### config.mk
export PLATFORM = sky130hd
export DESIGN_NAME = dpp_front
export DESIGN_NICKNAME = d
export VERILOG_FILES = /design/src/hw/rtl/dpp_pkg.sv /design/src/hw/rtl/dpp_front.sv
export SDC_FILE = /design/constraint.sdc
export NUM_CORES = 2
export LEC_CHECK = 0
export ABC_CLOCK_PERIOD_IN_PS = 8810
export BUFFER_PORTS_ARGS = -buffer_cell sky130_fd_sc_hd__buf_2
export CORE_MARGIN = 4
export CORE_UTILIZATION = 49
export DETAILED_ROUTE_END_ITERATION = 8
export HOLD_SLACK_MARGIN = 0.05
export PLACE_DENSITY_LB_ADDON = 0.25
export SYNTH_ARGS = -nofsm -noshare
export SYNTH_HDL_FRONTEND = slang
export SYNTH_SLANG_ARGS = --single-unit
### constraint.sdc
create_clock -name clk -period 8.81 [get_ports clk]
set_clock_uncertainty 0.05 [all_clocks]
set_input_delay 1.3215 -clock clk [delete_from_list [all_inputs] [get_ports clk]]
set_output_delay 1.3215 -clock clk [all_outputs]
set_load 0.05 [all_outputs]
### src/hw/rtl/dpp_pkg.sv
`timescale 1ns / 1ps
// ---------------------------------------------------------------------------
// dpp_pkg
// Shared types and constants for the depth pixel to point pipeline.
// ---------------------------------------------------------------------------
package dpp_pkg;

	// field widths
	localparam int PIX_W   = 10;
	localparam int CEN_W   = 14;
	localparam int FOC_W   = 16;
	localparam int DEP_W   = 16;
	localparam int LIM_W   = 32;
	localparam int COL_W   = 8;
	localparam int XY_W    = 40;
	localparam int Z_W     = 32;
	localparam int MAG_W   = 14;
	localparam int FRAC_W  = 16;

	// divider widths: numerator is |diff| * depth * 2^16, denominator scale * focal
	localparam int NUM_W   = MAG_W + DEP_W + FRAC_W;
	localparam int DEN_W   = 2 * FOC_W;

	// configuration port
	localparam int CFG_IDX_W = 3;
	localparam int CFG_DAT_W = 32;

	localparam int MAX_ROWS_DEF = 1024;
	localparam int MAX_COLS_DEF = 1024;

	// register indexes
	typedef enum logic [CFG_IDX_W-1:0] {
		REG_ROW_CENTRE  = 3'd0,
		REG_COL_CENTRE  = 3'd1,
		REG_ROW_FOCAL   = 3'd2,
		REG_COL_FOCAL   = 3'd3,
		REG_DEPTH_SCALE = 3'd4,
		REG_RANGE_LIMIT = 3'd5
	} reg_idx_t;

	// reset values
	localparam logic [CEN_W-1:0] ROW_CENTRE_RST  = 14'd3840;
	localparam logic [CEN_W-1:0] COL_CENTRE_RST  = 14'd5120;
	localparam logic [FOC_W-1:0] ROW_FOCAL_RST   = 16'd8400;
	localparam logic [FOC_W-1:0] COL_FOCAL_RST   = 16'd8400;
	localparam logic [FOC_W-1:0] DEPTH_SCALE_RST = 16'd1000;
	localparam logic [LIM_W-1:0] RANGE_LIMIT_RST = 32'd327680;

	// item sideband that travels alongside the dividers
	typedef struct packed {
		logic             vld;
		logic             neg_x;
		logic             neg_y;
		logic [COL_W-1:0] ca;
		logic [COL_W-1:0] cb;
		logic [COL_W-1:0] cc;
	} side_t;

endpackage

### src/hw/rtl/dpp_front.sv
`timescale 1ns / 1ps
// ---------------------------------------------------------------------------
// dpp_front
// Stages 1 and 2: offsets, drop of empty or off-image pixels, products that
// form the divider numerators and denominators.
// ---------------------------------------------------------------------------
module dpp_front #(
	parameter int MAX_ROWS = dpp_pkg::MAX_ROWS_DEF,
	parameter int MAX_COLS = dpp_pkg::MAX_COLS_DEF
) (
	input  logic                        clk,
	input  logic                        arst_n,
	input  logic                        adv,
	input  logic                        in_valid,
	input  logic [dpp_pkg::PIX_W-1:0]   pixel_row,
	input  logic [dpp_pkg::PIX_W-1:0]   pixel_col,
	input  logic [dpp_pkg::DEP_W-1:0]   depth_raw,
	input  logic [dpp_pkg::COL_W-1:0]   colour_a,
	input  logic [dpp_pkg::COL_W-1:0]   colour_b,
	input  logic [dpp_pkg::COL_W-1:0]   colour_c,
	input  logic [dpp_pkg::CEN_W-1:0]   row_centre,
	input  logic [dpp_pkg::CEN_W-1:0]   col_centre,
	input  logic [dpp_pkg::FOC_W-1:0]   row_focal,
	input  logic [dpp_pkg::FOC_W-1:0]   col_focal,
	input  logic [dpp_pkg::FOC_W-1:0]   depth_scale,
	output logic [dpp_pkg::NUM_W-1:0]   num_x_s2,
	output logic [dpp_pkg::NUM_W-1:0]   num_y_s2,
	output logic [dpp_pkg::NUM_W-1:0]   num_z_s2,
	output logic [dpp_pkg::DEN_W-1:0]   den_x_s1,
	output logic [dpp_pkg::DEN_W-1:0]   den_y_s1,
	output logic [dpp_pkg::DEN_W-1:0]   den_z_s1,
	output dpp_pkg::side_t              side_s2
);
	import dpp_pkg::*;

	localparam int PROD_W = MAG_W + DEP_W;

	logic signed [MAG_W:0] dr, dc;
	logic [FOC_W-1:0]      scale_e, fr_e, fc_e;
	logic                  in_img;
	side_t                 side_d, side_s1;
	logic [MAG_W-1:0]      mag_x_s1, mag_y_s1;
	logic [DEP_W-1:0]      depth_s1;

	// offsets in sixteenths of a pixel
	assign dr = $signed({1'b0, pixel_row, 4'b0000}) - $signed({1'b0, row_centre});
	assign dc = $signed({1'b0, pixel_col, 4'b0000}) - $signed({1'b0, col_centre});

	// a zero scale or focal acts as one
	assign scale_e = (depth_scale == '0) ? FOC_W'(1) : depth_scale;
	assign fr_e    = (row_focal == '0) ? FOC_W'(1) : row_focal;
	assign fc_e    = (col_focal == '0) ? FOC_W'(1) : col_focal;

	assign in_img = (32'(pixel_row) < 32'(MAX_ROWS)) && (32'(pixel_col) < 32'(MAX_COLS));

	always_comb begin
		side_d.vld   = in_valid && in_img && (depth_raw != '0);
		side_d.neg_x = dr[MAG_W];
		side_d.neg_y = dc[MAG_W];
		side_d.ca    = colour_a;
		side_d.cb    = colour_b;
		side_d.cc    = colour_c;
	end

	// stage 1: magnitudes, denominators
	always_ff @(posedge clk or negedge arst_n) begin
		if (!arst_n) begin
			side_s1 <= '0;
		end else if (adv) begin
			side_s1 <= side_d;
		end
	end

	always_ff @(posedge clk) begin
		if (adv) begin
			mag_x_s1 <= dr[MAG_W] ? MAG_W'(-dr) : dr[MAG_W-1:0];
			mag_y_s1 <= dc[MAG_W] ? MAG_W'(-dc) : dc[MAG_W-1:0];
			depth_s1 <= depth_raw;
		end
		den_x_s1 <= DEN_W'(scale_e) * DEN_W'(fr_e);
		den_y_s1 <= DEN_W'(scale_e) * DEN_W'(fc_e);
		den_z_s1 <= DEN_W'(scale_e);
	end

	// stage 2: numerators
	always_ff @(posedge clk or negedge arst_n) begin
		if (!arst_n) begin
			side_s2 <= '0;
		end else if (adv) begin
			side_s2 <= side_s1;
		end
	end

	always_ff @(posedge clk) begin
		if (adv) begin
			num_x_s2 <= {PROD_W'(mag_x_s1) * PROD_W'(depth_s1), {FRAC_W{1'b0}}};
			num_y_s2 <= {PROD_W'(mag_y_s1) * PROD_W'(depth_s1), {FRAC_W{1'b0}}};
			num_z_s2 <= NUM_W'({depth_s1, {FRAC_W{1'b0}}});
		end
	end

endmodule

==> impl_results.md <==
* Syn. warnings at 0
* Grt total ovfl at 0
* Setup TNS at 0 ns
* TritonCTS clock tree: yes
* F_max at 140 MHz
* Min-Delay Path Depth at 0
* Post-CTS Hold Buffers at 0
* Root Driver: clkbuf_16
* CTS HTree Levels at 1
* Sequential share of the synthesized area at 15.9%
* Synthesized cell area at 41300 um2
* Worst-path fanout max at 33
* Max Root-Sink Buffers at 3
* Asr flop ratio synth at 21.3%
* Num Clock Sinks at 254
* Top cells by area, synth: fa_1 35%, ha_1 13%, edfxtp_1 8.7%
* Crit-path max cell delay at 0.53 ns
* Main synth FF type: edfxtp_1
* Period minus WS final at 7.12 ns
* Max Cap Viol at 0
* Hold Path Class: reg2reg
* Ports at 401
* Die area at 88900 um2
* Fin. max-slew vios at 0
* Slew @ Worst Pin at 0.890 ns
* Gpl congestion at 0.869
* Number of synthesized register bits at 254
* Largest net degree at the start of global routing at 61
* DRT Pass-1 Iters at 5
* Status: finished clean
* Final number of hold-violating endpoints at 0
* DRC at 0
* Hold endpoint: num_z_s2[29]
* Startpoint class of the critical path: input pin
* Worst R2R End: num_y_s2[38]
* # port buffers at 322
* Final #Nets at 5864
* Final Setup Violations at 0
* Setup Fix Bufs, Post-CTS at 0
* Global-route wire length before repair at 167 mm
* Tot GR Track Use at 23.3%
* DP HPWL at 78.4 mm
* Vias at 29846
* CTS buffer count at 31
* WL/cell at 17.8 um
* Initial Util at 49.4%
* Setup CP Type: in2reg
* CP Capture Type: flop
* Share of cells above drive strength 1 at 11.6%
* Iteration-0 DRC Markers at 1587
* Syn-to-layout area delta at 8.77%
* RSZ-0062 raised after global routing: no
* Post-CTS sizing at 0
* Yosys top cell area share at 34.8%
* Final period utilization at 80.8%
* Commonest non-fill, non-tap cell in the layout: inv_1
* Clk pin slew, worst setup/hold paths at 0.06 ns
* Core area at 83600 um2
* Max_slew headroom at 40.7%
* R2r startpoint: depth_s1[6]
* Antenna violations before repair at 5
* Distinct cells, synth at 74
* CP max stage cell: fa_1
* Final wirelength at 101 mm
* Number of global-route vias before repair at 31954
* Via-to-Cell Ratio at 5.24
* Worst path arrival time at 7.60 ns
* EDFF count, synth at 120
* Area leader, netlist: fa_1
* Fill cells at 7666
* Hold path startpoint: depth_s1[13]
* Die H at 298 um
* Detail Route Antenna Nets at 0
* Internal reg-to-reg setup slack at 1.86 ns
* Cell count after synthesis at 4349
* Die X at 298 um
* Req. time, crit path at 9.29 ns
* Later-pin clock latency in the skew report at 0.64 ns
* R2R cell count at 23
* Syn Area/Cell at 9.49 um2
* # rows at 106
* Most frequent cells in the layout: 813 x inv_1, 718 x fa_1, 638 x nand2_1, 418 x ha_1, 405 x and2_1
==> critical path: cells and delay by family <==
| family | cells | cell delay (ns) |
|---|---|---|
| buffers and inverters | 9 | 1.31 |
| AOI/OAI and AO/OA | 6 | 1.45 |
| xor gates and xnor gates | 1 | 0.17 |
| and+or+nand+nor | 4 | 0.54 |
| adders and majority gates | 7 | 2.75 |
==> through the flow <==
step                setup WS (ns)  hold slack [ns]  instances  util [%]  area [um2]
floorplan                    1.83            0.374       4426         -       41600
global placement             1.26            0.399       5635      52.5       43800
detailed placement           1.13            0.397       5635      52.5       43800
CTS                          1.75            0.416       5693      53.7       44900
global route                 1.27            0.440       5693      53.7       44900
finish                       1.69            0.411       5698      53.7       44900
==> sequential cells by signal, summed over array words and instances, names as in the netlist <==
signal    flops
num_x_s2     30
den_z_s1     16
depth_s1     16
num_y_s2     30
den_y_s1     32
den_x_s1     32
mag_y_s1     14
side_s2      27
side_s1      27
num_z_s2     16
mag_x_s1     14
==> cell usage after synthesis, drive strengths merged, types with 5 or more instances <==
library cell  count
o21a             17
fa              718
o21bai           16
nor3             26
clkbuf          197
xor2             54
o31ai            13
edfxtp          120
nor2             77
a211oi           16
a311oi            5
or2               7
ha              418
or3               9
o21ai            65
nand3            19
and3              9
mux2             54
dfxtp            80
o211ai            6
xnor2            97
nand2           638
and2            405
nand2b           11
a2111oi           5
nor2b            22
nand4            15
a21boi            9
nor4             21
inv             813
o41ai             5
buf              81
a21oi           101
dfrtp            54
a31oi            19
a21o             64
==> worst max path at each step <==
| stage | from | to | cells after the start |
|---|---|---|---|
| global placement | depth_scale[4] | den_y_s1[30] | 27 |
| CTS | depth_scale[4] | den_y_s1[30] | 27 |
| finish | depth_scale[4] | den_y_s1[30] | 27 |
| floorplan | depth_scale[9] | den_y_s1[30] | 24 |
| global route | depth_scale[4] | den_y_s1[30] | 27 |
| detailed placement | depth_scale[4] | den_y_s1[30] | 27 |
==> logic make-up (layout without fill, tap and decap cells) <==
family                   count (synthesis)  count (layout)  share of synthesized area, %
AO/OA/AOI/OAI                          379             379                          6.11
XOR/XNOR                               151             151                          3.20
adder cells (fa/ha/maj)               1136            1136                          47.5
buffers and inverters                 1091            1278                          10.7
flip-flops                             254             254                          15.9
multiplexers                            58              58                          1.57
other                                    1              83                       0.00909
AND/OR/NAND/NOR                       1279            1279                          15.1
==> routing by layer <==
layer,vias to the layer above,share of wire [%],global-route usage [%]
met1,15169,40,29.0
met3,176,5.7,3.57
met4,2,3.4,7.46
li1,13752,-,-
met5,-,0.013,0
met2,747,50,41.5
==> cell type report <==
cell class	count	area (um2)	area share, %
Inverter	813	3050	6.80
Antenna cell	5	12.5	0.0279
Clock inverter	13	105	0.234
Timing Repair Buffer	407	2270	5.05
Sequential cell	254	6560	14.6
Multi-Input combinational cell	3081	30600	68.2
Tap cell	1080	1350	3.01
Clock buffer	45	940	2.09
Power is not shown: default switching activity piles up to over one toggle a cycle in this logic, so the estimate is an artifact.
